### src/hw/rtl/rgi_pkg.sv
// rgi_pkg: shared types and constants of the readability grade block
// holds the channel payload structs, the top grade code and the micro-op table
// of the shared grade adder; no dependencies
package rgi_pkg;

  // input transfer payload
  typedef struct packed {
    logic [7:0] text_byte;
    logic       final_byte;
  } in_t;

  // output transfer payload
  typedef struct packed {
    logic [4:0]  grade;
    logic [15:0] letters_seen;
    logic [15:0] words_seen;
    logic [15:0] sentences_seen;
  } out_t;

  localparam logic [4:0] GRADE_MAX = 5'd16;

  // operand source of one micro-op
  typedef enum logic [1:0] {
    SRC_L,
    SRC_S,
    SRC_W,
    SRC_D
  } src_t;

  typedef struct packed {
    src_t       src;
    logic [3:0] shift;
    logic       neg;
    logic       clr;
  } op_t;

  // op 2 leaves 100*words in the adder, op 14 leaves N - D
  localparam logic [3:0] OP_D_LOAD = 4'd2;
  localparam logic [3:0] OP_LAST   = 4'd14;

  // shift-and-add program:
  //   100*W, then 588*L - 2960*S - 16*(100*W) - 80*W = N - D
  function automatic op_t op_at(input logic [3:0] idx);
    op_t op;
    case (idx)
      4'd0:    op = '{SRC_W, 4'd6,  1'b0, 1'b1};
      4'd1:    op = '{SRC_W, 4'd5,  1'b0, 1'b0};
      4'd2:    op = '{SRC_W, 4'd2,  1'b0, 1'b0};
      4'd3:    op = '{SRC_L, 4'd9,  1'b0, 1'b1};
      4'd4:    op = '{SRC_L, 4'd6,  1'b0, 1'b0};
      4'd5:    op = '{SRC_L, 4'd3,  1'b0, 1'b0};
      4'd6:    op = '{SRC_L, 4'd2,  1'b0, 1'b0};
      4'd7:    op = '{SRC_S, 4'd11, 1'b1, 1'b0};
      4'd8:    op = '{SRC_S, 4'd9,  1'b1, 1'b0};
      4'd9:    op = '{SRC_S, 4'd8,  1'b1, 1'b0};
      4'd10:   op = '{SRC_S, 4'd7,  1'b1, 1'b0};
      4'd11:   op = '{SRC_S, 4'd4,  1'b1, 1'b0};
      4'd12:   op = '{SRC_D, 4'd4,  1'b1, 1'b0};
      4'd13:   op = '{SRC_W, 4'd6,  1'b1, 1'b0};
      4'd14:   op = '{SRC_W, 4'd4,  1'b1, 1'b0};
      default: op = '{SRC_L, 4'd0,  1'b0, 1'b0};
    endcase
    return op;
  endfunction

endpackage

### src/hw/rtl/rgi_tally.sv
// rgi_tally: byte classifier and saturating letter, whitespace and stop counters
// presents the counts including the current byte for the grade unit
// depends on rgi_pkg
module rgi_tally import rgi_pkg::*; #(
  parameter int COUNT_WIDTH = 16
) (
  input  logic                   clk,
  input  logic                   rst,
  input  logic                   byte_en,
  input  in_t                    in_item,
  output logic [COUNT_WIDTH-1:0] letters,
  output logic [COUNT_WIDTH-1:0] words,
  output logic [COUNT_WIDTH-1:0] stops
);

  logic [COUNT_WIDTH-1:0] letter_tally;
  logic [COUNT_WIDTH-1:0] space_tally;
  logic [COUNT_WIDTH-1:0] stop_tally;
  logic [COUNT_WIDTH-1:0] letter_next;
  logic [COUNT_WIDTH-1:0] space_next;
  logic [COUNT_WIDTH-1:0] stop_next;
  logic                   is_letter;
  logic                   is_space;
  logic                   is_stop;

  function automatic logic [COUNT_WIDTH-1:0] sat_inc(input logic [COUNT_WIDTH-1:0] v);
    return (v == '1) ? v : v + 1'b1;
  endfunction

  // byte classes
  always_comb begin
    is_letter = in_item.text_byte inside {[8'h41:8'h5A], [8'h61:8'h7A]};
    is_space  = in_item.text_byte inside {8'h20, [8'h09:8'h0D]};
    is_stop   = in_item.text_byte inside {8'h2E, 8'h21, 8'h3F};
  end

  // counts after this byte
  always_comb begin
    letter_next = is_letter ? sat_inc(letter_tally) : letter_tally;
    space_next  = is_space  ? sat_inc(space_tally)  : space_tally;
    stop_next   = is_stop   ? sat_inc(stop_tally)   : stop_tally;
  end

  assign letters = letter_next;
  assign words   = sat_inc(space_next);
  assign stops   = stop_next;

  // counters, cleared after the final byte
  always_ff @(posedge clk) begin
    if (rst) begin
      letter_tally <= '0;
      space_tally  <= '0;
      stop_tally   <= '0;
    end else if (byte_en) begin
      if (in_item.final_byte) begin
        letter_tally <= '0;
        space_tally  <= '0;
        stop_tally   <= '0;
      end else begin
        letter_tally <= letter_next;
        space_tally  <= space_next;
        stop_tally   <= stop_next;
      end
    end
  end

endmodule

### src/hw/rtl/rgi_grade.sv
// rgi_grade: grade unit built around one shared add/subtract datapath
// runs the shift-and-add program, then a threshold search for the grade
// depends on rgi_pkg
module rgi_grade import rgi_pkg::*; #(
  parameter int COUNT_WIDTH = 16
) (
  input  logic                   clk,
  input  logic                   rst,
  input  logic                   start,
  input  logic [COUNT_WIDTH-1:0] letters,
  input  logic [COUNT_WIDTH-1:0] words,
  input  logic [COUNT_WIDTH-1:0] stops,
  input  logic                   take,
  output logic                   busy,
  output logic                   done,
  output out_t                   result
);

  localparam int ACC_W = COUNT_WIDTH + 14;
  localparam int DW    = COUNT_WIDTH + 7;

  typedef enum logic [2:0] {
    ST_IDLE,
    ST_BUILD,
    ST_SIGN,
    ST_SEARCH,
    ST_DONE
  } state_t;

  state_t                 state;
  logic [COUNT_WIDTH-1:0] l_reg;
  logic [COUNT_WIDTH-1:0] s_reg;
  logic [COUNT_WIDTH-1:0] w_reg;
  logic [DW-1:0]          d_reg;
  logic [ACC_W-1:0]       acc;
  logic [3:0]             op_idx;
  logic [4:0]             grade;
  logic                   first;

  op_t                    op;
  logic [DW-1:0]          src_val;
  logic [ACC_W-1:0]       opnd;
  logic [ACC_W-1:0]       base;
  logic                   neg;
  logic [ACC_W-1:0]       sum;
  logic [31:0]            l_ext;
  logic [31:0]            w_ext;
  logic [31:0]            s_ext;

  // operand select for the shared adder
  always_comb begin
    op = op_at(op_idx);
    case (op.src)
      SRC_L:   src_val = DW'(l_reg);
      SRC_S:   src_val = DW'(s_reg);
      SRC_W:   src_val = DW'(w_reg);
      SRC_D:   src_val = d_reg;
      default: src_val = '0;
    endcase
    if (state == ST_SEARCH) begin
      opnd = first ? ACC_W'(d_reg >> 1) : ACC_W'(d_reg);
      base = acc;
      neg  = 1'b1;
    end else begin
      opnd = ACC_W'(src_val) << op.shift;
      base = op.clr ? '0 : acc;
      neg  = op.neg;
    end
  end

  // shared adder
  assign sum = base + (neg ? ~opnd : opnd) + ACC_W'(neg);

  // sequencer
  always_ff @(posedge clk) begin
    if (rst) begin
      state  <= ST_IDLE;
      op_idx <= '0;
      grade  <= '0;
      first  <= 1'b0;
    end else begin
      case (state)
        ST_IDLE: begin
          if (start) begin
            l_reg  <= letters;
            s_reg  <= stops;
            w_reg  <= words;
            op_idx <= '0;
            state  <= ST_BUILD;
          end
        end
        ST_BUILD: begin
          acc <= sum;
          if (op_idx == OP_D_LOAD) begin
            d_reg <= sum[DW-1:0];
          end
          if (op_idx == OP_LAST) begin
            state <= ST_SIGN;
          end else begin
            op_idx <= op_idx + 4'd1;
          end
        end
        ST_SIGN: begin
          // acc holds N - D
          if (acc[ACC_W-1]) begin
            grade <= '0;
            state <= ST_DONE;
          end else begin
            grade <= 5'd1;
            first <= 1'b1;
            state <= ST_SEARCH;
          end
        end
        ST_SEARCH: begin
          if (sum[ACC_W-1] || grade == GRADE_MAX) begin
            state <= ST_DONE;
          end else begin
            grade <= grade + 5'd1;
            acc   <= sum;
            first <= 1'b0;
          end
        end
        ST_DONE: begin
          if (take) begin
            state <= ST_IDLE;
          end
        end
        default: state <= ST_IDLE;
      endcase
    end
  end

  assign busy = (state != ST_IDLE);
  assign done = (state == ST_DONE);

  // reported counts are the low bits of the counters
  assign l_ext = 32'(l_reg);
  assign w_ext = 32'(w_reg);
  assign s_ext = 32'(s_reg);

  always_comb begin
    result.grade          = grade;
    result.letters_seen   = l_ext[15:0];
    result.words_seen     = w_ext[15:0];
    result.sentences_seen = s_ext[15:0];
  end

endmodule

### src/hw/rtl/readability_grade_index.sv
// readability_grade_index: Coleman-Liau grade of a byte stream, top level
// instantiates rgi_tally and rgi_grade; depends on rgi_pkg

// Bytes of a text arrive one per transfer; an ordinary byte is taken whenever
// the grade unit is idle and bytes stream back to back. The byte marked final
// starts the grade unit, and in_ready stays low (longer while the previous
// result still waits in the output register) while one shared adder runs a
// 15-step shift-and-add program (588*letters - 2960*stops - 1680*words), one
// sign check and then a threshold search of up to 16 steps that yields the
// grade 0..16. The result, with the three counts (low 16 bits, counters
// saturate), sits in an output register until transferred, and the counters
// restart at zero for the next text.
module readability_grade_index import rgi_pkg::*; #(
  parameter int COUNT_WIDTH = 16
) (
  input  logic clk,
  input  logic rst,
  input  logic in_valid,
  output logic in_ready,
  input  in_t  in_data,
  output logic out_valid,
  input  logic out_ready,
  output out_t out_data
);

  logic                   in_xfer;
  logic                   start;
  logic [COUNT_WIDTH-1:0] letters;
  logic [COUNT_WIDTH-1:0] words;
  logic [COUNT_WIDTH-1:0] stops;
  logic                   gr_busy;
  logic                   gr_done;
  logic                   take;
  out_t                   gr_result;

  assign in_ready = !gr_busy;
  assign in_xfer  = in_valid && in_ready;
  assign start    = in_xfer && in_data.final_byte;

  rgi_tally #(
    .COUNT_WIDTH(COUNT_WIDTH)
  ) u_tally (
    .clk    (clk),
    .rst    (rst),
    .byte_en(in_xfer),
    .in_item(in_data),
    .letters(letters),
    .words  (words),
    .stops  (stops)
  );

  rgi_grade #(
    .COUNT_WIDTH(COUNT_WIDTH)
  ) u_grade (
    .clk    (clk),
    .rst    (rst),
    .start  (start),
    .letters(letters),
    .words  (words),
    .stops  (stops),
    .take   (take),
    .busy   (gr_busy),
    .done   (gr_done),
    .result (gr_result)
  );

  // output register
  assign take = gr_done && (!out_valid || out_ready);

  always_ff @(posedge clk) begin
    if (rst) begin
      out_valid <= 1'b0;
    end else if (take) begin
      out_valid <= 1'b1;
      out_data  <= gr_result;
    end else if (out_ready) begin
      out_valid <= 1'b0;
    end
  end

  // final byte starts the grade unit, which holds off further input
  a_final_blocks: assert property (@(posedge clk) disable iff (rst)
    start |=> !in_ready)
    else $error("input still ready after final byte transfer");

  // finished grade is held until the output register takes it
  a_done_holds: assert property (@(posedge clk) disable iff (rst)
    (gr_done && !take) |=> gr_done)
    else $error("grade result dropped before handoff");

  // grade stays within 0..16
  a_grade_range: assert property (@(posedge clk) disable iff (rst)
    out_valid |-> (out_data.grade <= GRADE_MAX))
    else $error("grade out of range");

  // a handoff always raises out_valid
  a_take_valid: assert property (@(posedge clk) disable iff (rst)
    take |=> out_valid)
    else $error("output register missed a result");

endmodule

### config.mk
export PLATFORM = sky130hd
export DESIGN_NAME = readability_grade_index
export DESIGN_NICKNAME = d
export VERILOG_FILES = /design/src/hw/rtl/rgi_pkg.sv /design/src/hw/rtl/rgi_tally.sv /design/src/hw/rtl/rgi_grade.sv /design/src/hw/rtl/readability_grade_index.sv
export SDC_FILE = /design/constraint.sdc
export NUM_CORES = 1
export LEC_CHECK = 0
export BUFFER_PORTS_ARGS = -buffer_cell sky130_fd_sc_hd__buf_2
export CAP_MARGIN = 20
export CORE_MARGIN = 1.5
export CORE_UTILIZATION = 62
export DETAILED_ROUTE_END_ITERATION = 8
export PLACE_DENSITY = 0.88
export SLEW_MARGIN = 10
export SYNTH_ARGS = -nofsm -noshare
export SYNTH_HDL_FRONTEND = slang
export SYNTH_SLANG_ARGS = --single-unit
### constraint.sdc
create_clock -name clk -period 8.2 [get_ports clk]
set_input_delay 1.64 -clock clk [delete_from_list [all_inputs] [get_ports clk]]
set_output_delay 1.64 -clock clk [all_outputs]
set_load 0.03 [all_outputs]
==> results.py <==
metrics = {
    "clock_tree": {
        "cts.clk_slew.worst_paths_ns": 0.07,
        "cts_resized": 0,
        "postCtsSetupRepairBufs": 0,
        "numCtsBuffers": 25,
        "tritoncts": "built",
        "cts_buffer_depth": 3,
        "clock_sinks": 224,
        "cts_hold_buf": 0,
        "clock_latency_ns": 0.56,
        "cts_root_buffer": "clkbuf_16",
        "h-tree-depth": 1,
    },
    "synth": {
        "ys_ff_latch": 224,
        "yosys_warnings": 0,
        "synth_edf_count": 154,
        "ys.flop_type": "edfxtp_1",
        "synthArstFlopShare_pct": 0,
        "synthCells": 1370,
        "seq_area_frac_synth_pct": 45.5,
        "syn-num-nets": 1424,
        "syn-cell-area_sq_um": 13200,
        "ys_types": 72,
        "syn_area_per_cell_sq_um": 9.66,
    },
    "worst_setup_path": {
        "cp-start-kind": "flop",
        "path_common_cell": "a21oi_1",
        "rr_startpoint": "u_grade.op[2]",
        "crit_arrival_ns": 6.13,
        "path_buf_inv": 2,
        "critPathRequiredTime_ns": 8.44,
        "cp-startpoint": "u_grade.op[2]",
        "cp-end-kind": "flop",
        "path_cells": "clkinv_1, mux2i_1, nand2_1, o21ai_0, mux2i_1, a21oi_1, xor2_1, a21oi_1, ha_1, a21oi_1, o21bai_1, a21o_1, a21o_1, a21oi_1, o21ai_0, a21oi_2, mux2i_1, a21oi_2, buf_4",
        "cp_slowest_cell": "dfxtp_1",
        "crit_path_max_fanout": 30,
        "crit_path_max_incr_delay_ns": 0.83,
        "timing.critical_path.max_delay_family": "compound AO/OA/AOI/OAI gates",
        "critPathKind": "flop to flop",
    },
    "timing": {
        "finalCritPeriodShare_pct": 71.9,
        "timing.fmax_mhz": 170,
        "timing.final.ws_setup_ns": 2.31,
        "rsz0062_at_grt": "false",
        "tns_ns": 0,
        "clock_skew_ns": 0.0320,
        "tightest_slew_ns": 0.968,
        "slew_violations": 0,
        "hold_violations": 0,
        "min_period_ns": 5.89,
        "setup_viol": 0,
        "slew_headroom_pct": 35.2,
    },
    "routing": {
        "vias": 10900,
        "drc": 0,
        "first_pass_iters": 6,
        "drt-total-wl_um": 34300,
        "drtIter0Drc": 1204,
        "vias_per_cell": 6.42,
        "drtAntennaViolNets": 0,
        "wl_per_cell_um": 20.2,
    },
    "floorplan": {
        "die_w_um": 149,
        "io_pins": 68,
        "coreArea_sq_um": 21000,
        "start_util_pct": 63.1,
        "num_rows": 53,
        "fp.dieH_um": 149,
        "die_area_sq_um": 22200,
    },
    "placed_design": {
        "hpwlAfterDp_um": 24000,
        "globalplace.congestion": 0.986,
        "portBuffers": 67,
        "dp_cells": 1654,
        "dp_worst_setup_slack_ns": 2.54,
    },
    "finish": {
        "mostFrequentLayoutCells": "154 x edfxtp_1, 143 x nand2_1, 139 x nor2_1",
        "drive_gt1_share_pct": 11.9,
        "fin_cells": 1700,
        "finalNetCount": 1460,
        "final_common_cell": "edfxtp_1",
        "syn_to_final_growth_pct": 10.8,
        "fin_util_pct": 70.0,
        "antenna_cells": 0,
        "largest_reg_flops": 53,
    },
    "global_routing": {
        "grt_overflow": 0,
        "grt_pass1_vias": 10300,
        "grt_start_max_net_pins": 65,
        "grt.total_usage_pct": 31.1,
        "antenna_found_initial": 0,
        "grt_pass1_wl_um": 54200,
    },
    "power": {
        "vdd_drop_max_mv": 0.147,
        "seqPwrFrac_pct": 38.8,
        "p_switching_mw": 1.07,
        "p_leak_nw": 5.39,
        "p_total_mw": 3.50,
        "p_comb_share_pct": 25.7,
        "power_frac_clock_pct": 35.4,
        "power_density_nw_per_um2": 239,
        "intPower_mw": 2.43,
        "swShare_pct": 30.7,
    },
    "worst_hold_path": {
        "min_from": "u_grade.s_reg[0]",
        "min_path_type": "flop to flop",
    },
    "run": {
        "cap_violations": 0,
    },
    "outcome": {
        "status": "finished, final reports clean",
    },
}
-- logic make-up (layout without fill, tap and decap cells) --
kind of cell	Yosys count	after routing	synth area share (%)
AO/OA/AOI/OAI	318	318	14.4
XOR/XNOR	100	100	6.62
adder cells (fa/ha/maj)	41	41	3.93
buffers and inverters	103	158	3.04
flip-flops	224	224	45.5
multiplexers	87	87	8.31
AND/OR/NAND/NOR	497	497	18.2
-- cell usage after synthesis (all sizes together) (3+ instances only) --
| cell | number | area (sq um) |
|---|---|---|
| edfxtp | 154 | 4620 |
| nand2 | 145 | 549 |
| nor2 | 141 | 529 |
| a21oi | 115 | 579 |
| o21ai | 74 | 370 |
| dfxtp | 70 | 1400 |
| xnor2 | 63 | 552 |
| mux2i | 57 | 571 |
| clkbuf | 56 | 210 |
| nand3 | 41 | 223 |
| ha | 40 | 500 |
| xor2 | 37 | 324 |
| and2 | 31 | 194 |
| inv | 29 | 109 |
| nor3 | 28 | 140 |
| or3 | 26 | 168 |
| a22oi | 25 | 188 |
| a31oi | 24 | 150 |
| mux4 | 17 | 383 |
| nand2b | 17 | 106 |
| a21o | 16 | 120 |
| buf | 16 | 76.3 |
| nand4 | 14 | 93.8 |
| mux2 | 13 | 146 |
| o21a | 11 | 82.6 |
| and3 | 10 | 62.6 |
| nor2b | 9 | 56.3 |
| o22ai | 8 | 50.1 |
| a211oi | 7 | 52.6 |
| o211ai | 7 | 52.6 |
| o21bai | 7 | 52.6 |
| nand3b | 6 | 45.0 |
| nor4 | 5 | 31.3 |
| nor3b | 4 | 30.0 |
| o31ai | 4 | 30.0 |
| or4 | 4 | 33.8 |
| and4 | 3 | 26.3 |
| or2 | 3 | 18.8 |
| or4b | 3 | 30.0 |
-- power groups by stage --
stage / combinational (mW) / sequential (mW) / clock, mW
finish: 0.902 / 1.36 / 1.24
CTS: 0.886 / 1.36 / 1.24
detailed placement: 0.875 / 1.38 / 0
global route: 0.988 / 1.36 / 1.29
floorplan: 0.693 / 1.36 / 0
global placement: 0.854 / 1.38 / 0
-- cell type report --
class                           count  area [sq um]
Inverter                           31           116
Clock inverter                     14           245
Timing Repair Buffer               81           440
Tap cell                          275           344
Sequential cell                   224          6030
Clock buffer                       32           662
Fill cell                        1507          6290
Multi-Input combinational cell   1043          6830
-- per-layer routing --
layer | share of wire (%) | GRT usage, %
met5 | 0 | 0
met4 | 4.4 | 13.0
met3 | 9.3 | 4.77
met2 | 48 | 51.7
met1 | 39 | 40.7
-- metrics by stage --
step / hold WS, ns / cell area (sq um)
floorplan: 0.421 / 13200
global placement: 0.429 / 13800
detailed placement: 0.430 / 13800
CTS: 0.444 / 14700
global route: 0.452 / 14700
finish: 0.446 / 14700
-- final timing paths --
path | cells after the start | endpoint | slack [ns]
max | 19 | u_grade.acc[3] | 2.31
min | 0 | out_data[0] | 0.45
max reg2reg | 19 | u_grade.acc[3] | 2.31
min reg2reg | 0 | out_data[0] | 0.45
(Power assumes the default switching activity.)
